File: config.mk
export PLATFORM = sky130hd
export DESIGN_NAME = echo_range_presence_detector_flat
export DESIGN_NICKNAME = d
export VERILOG_FILES = /design/src/erpd_pkg.sv /design/src/erpd_in_if.sv /design/src/erpd_out_if.sv /design/src/echo_range_presence_detector.sv /design/src/erpd_ram.sv /design/src/erpd_ring.sv /design/src/erpd_eval.sv /design/src/flat_wrapper.sv
export SDC_FILE = /design/constraint.sdc
export NUM_CORES = 2
export LEC_CHECK = 0
export BUFFER_PORTS_ARGS = -buffer_cell sky130_fd_sc_hd__buf_2
export CORE_MARGIN = 3
export CORE_UTILIZATION = 40
export DETAILED_ROUTE_END_ITERATION = 10
export GPL_ROUTABILITY_DRIVEN = 0
export PLACE_DENSITY = 0.56
export SLEW_MARGIN = 15
export SYNTH_ARGS = -nofsm -noshare
export SYNTH_HDL_FRONTEND = slang
export SYNTH_SLANG_ARGS = --single-unit
File: constraint.sdc
create_clock -name clk -period 9.1 [get_ports clk]
set_input_delay 0.455 -clock clk [delete_from_list [all_inputs] [get_ports clk]]
set_output_delay 0.455 -clock clk [all_outputs]
set_load 0.005 [all_outputs]
File: src/erpd_pkg.sv
`default_nettype none

package erpd_pkg;

	localparam int RING_DEPTH = 8;
	localparam int RING_AW    = $clog2(RING_DEPTH);

	localparam int ECHO_W   = 16;
	localparam int DIST_W   = 17;
	localparam int PCT_W    = 8;
	localparam int FLAGS_W  = 5;
	localparam int SUM_W    = DIST_W + RING_AW;
	localparam int CMP_W    = SUM_W + PCT_W + 1;

	// duration * 256 / 148 == floor(duration * DIST_RECIP / 2^DIST_SHIFT) over 16-bit input
	localparam int DIST_RECIP_W        = 23;
	localparam logic [DIST_RECIP_W-1:0] DIST_RECIP = 23'd7255013;
	localparam int DIST_SHIFT          = 22;
	localparam int DIST_PROD_W         = ECHO_W + DIST_RECIP_W;

	localparam int PCT_BASE   = 100;
	localparam int PRES_SCALE = PCT_BASE * RING_DEPTH;

	localparam int NUM_REGS = 6;
	localparam int ADDR_W   = $clog2(NUM_REGS * 4);
	localparam int DATA_W   = 32;

	localparam int FLAG_OBSTACLE = 0;
	localparam int FLAG_PRESENCE = 1;
	localparam int FLAG_STRONG   = 2;
	localparam int FLAG_MODERATE = 3;
	localparam int FLAG_WEAK     = 4;

	typedef logic [DIST_W-1:0]  dist_t;
	typedef logic [SUM_W-1:0]   sum_t;
	typedef logic [RING_AW-1:0] slot_t;
	typedef logic [PCT_W-1:0]   pct_t;
	typedef logic [CMP_W-1:0]   cmp_t;

	typedef enum logic [2:0] {
		REG_ENABLED        = 3'd0,
		REG_OBSTACLE_LIMIT = 3'd1,
		REG_PRESENCE_LIMIT = 3'd2,
		REG_PRESENCE_PCT   = 3'd3,
		REG_STRONG_PCT     = 3'd4,
		REG_WEAK_PCT       = 3'd5
	} reg_idx_t;

	typedef struct packed {
		logic  enabled;
		dist_t obstacle_limit;
		dist_t presence_limit;
		pct_t  presence_margin_pct;
		pct_t  strong_change_pct;
		pct_t  weak_change_pct;
	} cfg_t;

	typedef struct packed {
		logic  en;
		logic  stored;
		dist_t latest;
		sum_t  sum;
		sum_t  prev;
	} ring_item_t;

endpackage

`default_nettype wire

File: src/erpd_in_if.sv
`default_nettype none

interface erpd_in_if;
	import erpd_pkg::*;

	logic              valid;
	logic              ready;
	logic [ECHO_W-1:0] echo_duration_us;
	logic              echo_seen;

	modport source (output valid, output echo_duration_us, output echo_seen, input ready);
	modport sink   (input valid, input echo_duration_us, input echo_seen, output ready);

endinterface

`default_nettype wire

File: src/erpd_out_if.sv
`default_nettype none

interface erpd_out_if;
	import erpd_pkg::*;

	logic               valid;
	logic               ready;
	logic               reading_stored;
	logic [FLAGS_W-1:0] breach_flags;
	logic [DIST_W-1:0]  latest_distance;

	modport source (output valid, output reading_stored, output breach_flags,
		output latest_distance, input ready);
	modport sink   (input valid, input reading_stored, input breach_flags,
		input latest_distance, output ready);

endinterface

`default_nettype wire

File: src/echo_range_presence_detector.sv
`default_nettype none

// Echo range and presence detector. Each transfer on the echo channel is one echo
// measurement; each produces exactly one transfer on the result channel, in order.
// A stored echo becomes a distance in 1/256 inch and enters a ring of the last
// RING_DEPTH readings held in a small synchronous RAM, with a running sum kept
// alongside. One echo is taken per clock cycle when the result side keeps up; a
// result passes through the RAM read of the slot being replaced, the sum update,
// the multipliers of the compares and the output register. Ring entries not yet
// written since reset read as zero, so no clearing pass follows reset. Registers
// sit at byte addresses 4*i on the APB port and are to be written only while no
// echo is in flight.
module echo_range_presence_detector (
	input  logic                           clk,
	input  logic                           arst_n,
	erpd_in_if.sink                        echo,
	erpd_out_if.source                     result,
	input  logic                           psel,
	input  logic                           penable,
	input  logic                           pwrite,
	input  logic [erpd_pkg::ADDR_W-1:0]    paddr,
	input  logic [erpd_pkg::DATA_W-1:0]    pwdata,
	output logic [erpd_pkg::DATA_W-1:0]    prdata,
	output logic                           pready
);
	import erpd_pkg::*;

	cfg_t       cfg_q;
	reg_idx_t   reg_idx;
	logic       cfg_wr;
	logic       item_valid;
	logic       item_ready;
	ring_item_t item;

	assign pready  = 1'b1;
	assign reg_idx = reg_idx_t'(paddr[ADDR_W-1:2]);
	assign cfg_wr  = psel && penable && pwrite && pready;

	always_ff @(posedge clk or negedge arst_n) begin
		if (!arst_n) begin
			cfg_q.enabled             <= 1'b1;
			cfg_q.obstacle_limit      <= '0;
			cfg_q.presence_limit      <= '0;
			cfg_q.presence_margin_pct <= PCT_W'(10);
			cfg_q.strong_change_pct   <= PCT_W'(10);
			cfg_q.weak_change_pct     <= PCT_W'(5);
		end else if (cfg_wr) begin
			unique case (reg_idx)
				REG_ENABLED:        cfg_q.enabled             <= pwdata[0];
				REG_OBSTACLE_LIMIT: cfg_q.obstacle_limit      <= pwdata[DIST_W-1:0];
				REG_PRESENCE_LIMIT: cfg_q.presence_limit      <= pwdata[DIST_W-1:0];
				REG_PRESENCE_PCT:   cfg_q.presence_margin_pct <= pwdata[PCT_W-1:0];
				REG_STRONG_PCT:     cfg_q.strong_change_pct   <= pwdata[PCT_W-1:0];
				REG_WEAK_PCT:       cfg_q.weak_change_pct     <= pwdata[PCT_W-1:0];
				default: ;
			endcase
		end
	end

	always_comb begin
		unique case (reg_idx)
			REG_ENABLED:        prdata = DATA_W'(cfg_q.enabled);
			REG_OBSTACLE_LIMIT: prdata = DATA_W'(cfg_q.obstacle_limit);
			REG_PRESENCE_LIMIT: prdata = DATA_W'(cfg_q.presence_limit);
			REG_PRESENCE_PCT:   prdata = DATA_W'(cfg_q.presence_margin_pct);
			REG_STRONG_PCT:     prdata = DATA_W'(cfg_q.strong_change_pct);
			REG_WEAK_PCT:       prdata = DATA_W'(cfg_q.weak_change_pct);
			default:            prdata = '0;
		endcase
	end

	erpd_ring u_ring (
		.clk        (clk),
		.arst_n     (arst_n),
		.enabled    (cfg_q.enabled),
		.echo       (echo),
		.item_valid (item_valid),
		.item_ready (item_ready),
		.item       (item)
	);

	erpd_eval u_eval (
		.clk        (clk),
		.arst_n     (arst_n),
		.cfg        (cfg_q),
		.item_valid (item_valid),
		.item_ready (item_ready),
		.item       (item),
		.result     (result)
	);

endmodule

`default_nettype wire

File: src/erpd_ram.sv
`default_nettype none

module erpd_ram #(
	parameter int DEPTH = 8,
	parameter int WIDTH = 17
) (
	input  logic                     clk,
	input  logic                     we,
	input  logic [$clog2(DEPTH)-1:0] waddr,
	input  logic [WIDTH-1:0]         wdata,
	input  logic                     re,
	input  logic [$clog2(DEPTH)-1:0] raddr,
	output logic [WIDTH-1:0]         rdata
);

	logic [WIDTH-1:0] mem [DEPTH];

	always_ff @(posedge clk) begin
		if (we) begin
			mem[waddr] <= wdata;
		end
	end

	always_ff @(posedge clk) begin
		if (re) begin
			rdata <= mem[raddr];
		end
	end

endmodule

`default_nettype wire

File: src/erpd_ring.sv
`default_nettype none

module erpd_ring (
	input  logic                 clk,
	input  logic                 arst_n,
	input  logic                 enabled,
	erpd_in_if.sink              echo,
	output logic                 item_valid,
	input  logic                 item_ready,
	output erpd_pkg::ring_item_t item
);
	import erpd_pkg::*;

	logic                   ld_s1;
	logic                   ld_s2;
	logic                   accept;
	logic                   done_s1;
	logic                   commit;
	logic [DIST_PROD_W-1:0] dist_prod;
	dist_t                  ram_rdata;
	dist_t                  old_dist;
	sum_t                   sum_new;
	slot_t                  slot_next;

	logic                   v_s1;
	logic                   en_s1;
	logic                   store_s1;
	logic                   old_vld_s1;
	slot_t                  slot_s1;
	dist_t                  dist_s1;

	slot_t                  write_slot_q;
	sum_t                   running_sum_q;
	sum_t                   previous_sum_q;
	dist_t                  latest_q;
	logic [RING_DEPTH-1:0]  ring_vld_q;

	logic                   v_s2;
	ring_item_t             item_s2;

	assign ld_s2      = !v_s2 || item_ready;
	assign ld_s1      = !v_s1 || ld_s2;
	assign echo.ready = ld_s1;
	assign accept     = echo.valid && ld_s1;
	assign done_s1    = v_s1 && ld_s2;
	assign commit     = done_s1 && store_s1;

	assign dist_prod = DIST_PROD_W'(echo.echo_duration_us) * DIST_PROD_W'(DIST_RECIP);
	assign slot_next = (write_slot_q == slot_t'(RING_DEPTH - 1)) ? '0 : write_slot_q + 1'b1;

	// an entry never written since reset counts as zero
	assign old_dist = old_vld_s1 ? ram_rdata : '0;
	assign sum_new  = running_sum_q - sum_t'(old_dist) + sum_t'(dist_s1);

	erpd_ram #(
		.DEPTH (RING_DEPTH),
		.WIDTH (DIST_W)
	) u_ring_ram (
		.clk   (clk),
		.we    (commit),
		.waddr (slot_s1),
		.wdata (dist_s1),
		.re    (accept),
		.raddr (write_slot_q),
		.rdata (ram_rdata)
	);

	always_ff @(posedge clk or negedge arst_n) begin
		if (!arst_n) begin
			v_s1           <= 1'b0;
			en_s1          <= 1'b0;
			store_s1       <= 1'b0;
			v_s2           <= 1'b0;
			write_slot_q   <= '0;
			running_sum_q  <= '0;
			previous_sum_q <= '0;
			latest_q       <= '0;
			ring_vld_q     <= '0;
		end else begin
			if (ld_s1) begin
				v_s1 <= accept;
			end
			if (accept) begin
				en_s1    <= enabled;
				store_s1 <= enabled && echo.echo_seen;
				// advance at accept so the next transfer reads a different slot
				if (enabled && echo.echo_seen) begin
					write_slot_q <= slot_next;
				end
			end
			if (ld_s2) begin
				v_s2 <= v_s1;
			end
			if (commit) begin
				previous_sum_q      <= running_sum_q;
				running_sum_q       <= sum_new;
				latest_q            <= dist_s1;
				ring_vld_q[slot_s1] <= 1'b1;
			end
		end
	end

	always_ff @(posedge clk) begin
		if (accept) begin
			slot_s1    <= write_slot_q;
			dist_s1    <= dist_prod[DIST_SHIFT +: DIST_W];
			old_vld_s1 <= ring_vld_q[write_slot_q];
		end
		if (done_s1) begin
			item_s2.en     <= en_s1;
			item_s2.stored <= store_s1;
			item_s2.latest <= store_s1 ? dist_s1 : latest_q;
			item_s2.sum    <= store_s1 ? sum_new : running_sum_q;
			item_s2.prev   <= store_s1 ? running_sum_q : previous_sum_q;
		end
	end

	assign item_valid = v_s2;
	assign item       = item_s2;

endmodule

`default_nettype wire

File: src/erpd_eval.sv
`default_nettype none

module erpd_eval (
	input  logic                 clk,
	input  logic                 arst_n,
	input  erpd_pkg::cfg_t       cfg,
	input  logic                 item_valid,
	output logic                 item_ready,
	input  erpd_pkg::ring_item_t item,
	erpd_out_if.source           result
);
	import erpd_pkg::*;

	logic               ld_s3;
	logic               ld_out;
	logic [PCT_W:0]     margin_sum;
	sum_t               diff;
	logic               presence;
	logic               is_strong;
	logic               is_weak;
	logic [FLAGS_W-1:0] flags;

	logic               v_s3;
	logic               en_s3;
	logic               stored_s3;
	dist_t              latest_s3;
	logic               obstacle_s3;
	logic               sum_zero_s3;
	logic               limit_nz_s3;
	cmp_t               pres_lhs_s3;
	cmp_t               pres_rhs_s3;
	cmp_t               diff100_s3;
	cmp_t               strong_rhs_s3;
	cmp_t               weak_rhs_s3;

	logic               result_valid_q;
	logic               reading_stored_q;
	logic [FLAGS_W-1:0] breach_flags_q;
	dist_t              latest_distance_q;

	assign ld_out     = !result_valid_q || result.ready;
	assign ld_s3      = !v_s3 || ld_out;
	assign item_ready = ld_s3;

	assign margin_sum = {1'b0, cfg.presence_margin_pct} + (PCT_W + 1)'(PCT_BASE);
	assign diff       = (item.sum >= item.prev) ? item.sum - item.prev : item.prev - item.sum;

	always_ff @(posedge clk or negedge arst_n) begin
		if (!arst_n) begin
			v_s3           <= 1'b0;
			result_valid_q <= 1'b0;
		end else begin
			if (ld_s3) begin
				v_s3 <= item_valid;
			end
			if (ld_out) begin
				result_valid_q <= v_s3;
			end
		end
	end

	always_ff @(posedge clk) begin
		if (ld_s3 && item_valid) begin
			en_s3         <= item.en;
			stored_s3     <= item.stored;
			latest_s3     <= item.latest;
			obstacle_s3   <= item.latest <= cfg.obstacle_limit;
			sum_zero_s3   <= item.sum == '0;
			limit_nz_s3   <= cfg.presence_limit != '0;
			pres_lhs_s3   <= cmp_t'(cfg.presence_limit) * cmp_t'(PRES_SCALE);
			pres_rhs_s3   <= cmp_t'(margin_sum) * cmp_t'(item.sum);
			diff100_s3    <= cmp_t'(diff) * cmp_t'(PCT_BASE);
			strong_rhs_s3 <= cmp_t'(cfg.strong_change_pct) * cmp_t'(item.prev);
			weak_rhs_s3   <= cmp_t'(cfg.weak_change_pct) * cmp_t'(item.prev);
		end
	end

	// a zero ring sum gives presence from a nonzero limit alone
	assign presence  = sum_zero_s3 ? limit_nz_s3 : (pres_lhs_s3 >= pres_rhs_s3);
	assign is_strong = presence && (diff100_s3 > strong_rhs_s3);
	assign is_weak   = presence && !is_strong && (diff100_s3 < weak_rhs_s3);

	always_comb begin
		flags                = '0;
		flags[FLAG_OBSTACLE] = obstacle_s3;
		flags[FLAG_PRESENCE] = presence;
		flags[FLAG_STRONG]   = is_strong;
		flags[FLAG_WEAK]     = is_weak;
		flags[FLAG_MODERATE] = presence && !is_strong && !is_weak;
	end

	always_ff @(posedge clk) begin
		if (ld_out && v_s3) begin
			reading_stored_q  <= stored_s3;
			breach_flags_q    <= en_s3 ? flags : '0;
			latest_distance_q <= en_s3 ? latest_s3 : '0;
		end
	end

	assign result.valid           = result_valid_q;
	assign result.reading_stored  = reading_stored_q;
	assign result.breach_flags    = breach_flags_q;
	assign result.latest_distance = latest_distance_q;

endmodule

`default_nettype wire

File: src/flat_wrapper.sv
// flat-port wrapper written by rule: the top's interface ports become plain ports
module echo_range_presence_detector_flat import erpd_pkg::*;
  (clk, arst_n, psel, penable, pwrite, paddr, pwdata, prdata, pready, echo_valid, echo_echo_duration_us, echo_echo_seen, echo_ready, result_valid, result_reading_stored, result_breach_flags, result_latest_distance, result_ready);
  erpd_in_if echo_i ();
  erpd_out_if result_i ();
  input  logic clk;
  input  logic arst_n;
  input  logic psel;
  input  logic penable;
  input  logic pwrite;
  input  logic [erpd_pkg::ADDR_W-1:0] paddr;
  input  logic [erpd_pkg::DATA_W-1:0] pwdata;
  output logic [erpd_pkg::DATA_W-1:0] prdata;
  output logic pready;
  input wire logic [$bits(echo_i.valid)-1:0] echo_valid;
  input wire logic [$bits(echo_i.echo_duration_us)-1:0] echo_echo_duration_us;
  input wire logic [$bits(echo_i.echo_seen)-1:0] echo_echo_seen;
  output wire logic [$bits(echo_i.ready)-1:0] echo_ready;
  output wire logic [$bits(result_i.valid)-1:0] result_valid;
  output wire logic [$bits(result_i.reading_stored)-1:0] result_reading_stored;
  output wire logic [$bits(result_i.breach_flags)-1:0] result_breach_flags;
  output wire logic [$bits(result_i.latest_distance)-1:0] result_latest_distance;
  input wire logic [$bits(result_i.ready)-1:0] result_ready;
  assign echo_i.valid = echo_valid;
  assign echo_i.echo_duration_us = echo_echo_duration_us;
  assign echo_i.echo_seen = echo_echo_seen;
  assign echo_ready = echo_i.ready;
  assign result_valid = result_i.valid;
  assign result_reading_stored = result_i.reading_stored;
  assign result_breach_flags = result_i.breach_flags;
  assign result_latest_distance = result_i.latest_distance;
  assign result_i.ready = result_ready;
  echo_range_presence_detector u_core (.clk(clk), .arst_n(arst_n), .echo(echo_i), .result(result_i), .psel(psel), .penable(penable), .pwrite(pwrite), .paddr(paddr), .pwdata(pwdata), .prdata(prdata), .pready(pready));
endmodule
==> metrics.txt <==
CTS resizes=0; synth top area cells=edfxtp_1 24%, fa_1 21%, ha_1 14%, inv_1 6.9%, dfrtp_1 6.3%; max_slew headroom=22.2%; commonest cells in the netlist=930 x inv_1, 567 x ha_1, 537 x fa_1; CTS Buffer Depth=3; Yosys top cell by area=edfxtp_1; GRT overflow=0; Largest stage delay, worst path=0.91 ns; Worst setup SP type=flip-flop; RSZ-0062 raised after global routing=no; Die W=361 um; Ports=119; status=completed; reg2reg path depth=24; Initial Util=40.5%; post-route worst setup slack=1.58 ns; fmax=133 MHz; Yosys cell types=92; Hold Path Depth=3; share of flip-flops with an asynchronous set or reset=24.5%; post-route setup TNS=0 ns; worst path arrival time=7.91 ns; setup bufs post-CTS=0; Vias/cell=5.02; Vias=32600; Sink Count=543; WL per Instance=18.9 um; Final Hold Fails=0; Max-Cap Viols=0; Initial DRT Pass Iterations=6; CTS tree=done; sequential area share after synthesis=31.1%; GRT Util Overall=19.3%; nets=5958; crit share post-route=82.7%; average size of a mapped cell=10.6 um2; minimum clock period=7.52 ns; die area=130000 um2; first-pass GRT wire length=195000 um; #FFs+latches synth=543; initial antenna violation count=9; worst min path class=primary input to flip-flop; PortBufs=85; layout cells sized above 1=9.08%; Core ar.=124000 um2; clock slew at reported path FFs=0.06 ns; Slowest-stage cell, CP=edfxtp_1; critical path peak fanout=18; H-tree levels=2; clk_skew=0.0617 ns; Detailed Route Iter0 Violations=2010; most frequent cell after synthesis=inv_1; final core occ=44.2%; ANT nets after route=0; Design Area, Final=54900 um2; clock latency on the worst-skew pair=0.69 ns; YS warnings=0; CTS buffer count=61; clk root buf=clkbuf_16; pin count of the biggest net entering global routing=77; Final setup viols=0; Slew Viols, Final=0; critical path capture point type=flip-flop; Post-CTS Hold Fix Bufs=10; vias in the first global route=34300; # DRC=0; # rows=129; Required @ worst endpoint=9.49 ns; dpl cell area=52600 um2; post-synthesis cell count=4734; Post-synth EDFFs=410; Area Overhead vs Synth=9.13%; post-synth top area share=24.5%; crit path kind=flip-flop to flip-flop; worst-path cell chain=inv_1, ha_1, nand3_1, nand2_1, o21ai_0, a21oi_2, o31a_1, a21oi_1, xnor2_1, ha_1, ha_1, inv_1, fa_1, inv_1, ha_1, nor2b_1, o21ai_0, a21boi_0, o21ai_0, o41ai_1, o41ai_1, o21ai_0, a21oi_1, xnor2_1; pre-CTS setup slack=1.69 ns; DP HPWL=95500 um; Die Y=361 um; Slew @ Worst Pin=1.17 ns; Post-synth top flop=edfxtp_1; mapped cell area=50300 um2; final wirelength=123000 um
==> path summary, 6_finish.rpt <==
check	from	end	slack, ns
setup / recovery	u_core.u_ring.item[2]	u_core.u_eval.diff100_s3[26]	1.58
hold / removal	pwdata[8]	u_core.cfg_q[49]	0.04
setup reg to reg	u_core.u_ring.item[2]	u_core.u_eval.diff100_s3[26]	1.58
hold reg to reg	u_core.u_ring.item[58]	u_core.u_eval.en_s3	0.44
max in group asynchronous	arst_n	u_core.u_ring.previous_sum_q[11]	7.32
min in group asynchronous	arst_n	u_core.cfg_q[57]	0.38
==> layer usage <==
| metal | GRT usage [%] | vias up | part of all wire, % |
|---|---|---|---|
| li1 | - | 15500 | - |
| met1 | 26.6 | 16300 | 46 |
| met2 | 31.8 | 629 | 47 |
| met3 | 3.24 | 126 | 5.0 |
| met4 | 4.41 | 0 | 2.2 |
| met5 | 0 | - | 0 |
==> cell type report <==
class	count	area, um2
Clock buffer	66	1550
Inverter	930	3490
Antenna cell	5	12.5
Clock inverter	50	676
Sequential cell	543	15700
Multi-Input combinational cell	3106	30600
Tap cell	1637	2050
Timing Repair Buffer	151	952
Fill cell	11800	69400
==> through the flow <==
| stage | std cells | hold WS (ns) |
|---|---|---|
| after floorplan | 4748 | 0.159 |
| after global placement | 6357 | 0.404 |
| after detailed placement | 6357 | 0.411 |
| after CTS | 6483 | 0.00572 |
| after global routing | 6483 | 0.0344 |
| final | 6488 | 0.0384 |
==> sequential cells by signal, summed over array words and instances, names as in the netlist, 8 cells and up <==
signal / cells
u_core.u_ring.u_ring_ram.mem: 136
u_core.cfg_q: 59
u_core.u_ring.item: 59
u_core.u_eval.pres_rhs_s3: 29
u_core.u_eval.strong_rhs_s3: 28
u_core.u_eval.weak_rhs_s3: 28
u_core.u_eval.diff100_s3: 25
u_core.u_eval.pres_lhs_s3: 22
u_core.u_ring.previous_sum_q: 20
u_core.u_ring.running_sum_q: 20
u_core.u_eval.latest_s3: 17
u_core.u_eval.result.latest_distance: 17
u_core.u_ring.dist_s1: 17
u_core.u_ring.latest_q: 17
u_core.u_ring.u_ring_ram.rdata: 17
u_core.u_ring.ring_vld_q: 8
==> logic make-up (layout without fill, tap and decap cells) <==
kind of cell	after synthesis	after routing	synth area share [%]
XOR/XNOR	166	166	2.89
buffers and inverters	1099	1197	8.44
multiplexers	142	142	3.96
flip-flops	543	543	31.1
AO/OA/AOI/OAI	601	601	7.67
adder cells (fa/ha/maj)	1104	1104	35.5
AND/OR/NAND/NOR	1077	1077	10.5
other	2	21	0.0149
==> critical path: cells and delay by family, from the launching register on <==
| kind | cells | cell delay [ns] |
|---|---|---|
| flops | 1 | 0.91 |
| compound gates | 11 | 3.30 |
| xor+xnor | 2 | 0.46 |
| fa+ha+maj | 5 | 1.89 |
| simple gates | 3 | 0.42 |
| buf+inv | 3 | 0.22 |
==> placed cells by master, fill, tap and decap left out, types with 143 or more instances in the layout <==
cell type	instances
fa_1	537
nand2_1	418
inv_1	930
ha_1	567
edfxtp_1	410
nor2_1	143
and2_1	267
a21oi_1	154
o21ai_0	168
Power is not shown: default switching activity piles up to over one toggle a cycle in this logic, so the estimate is an artifact.
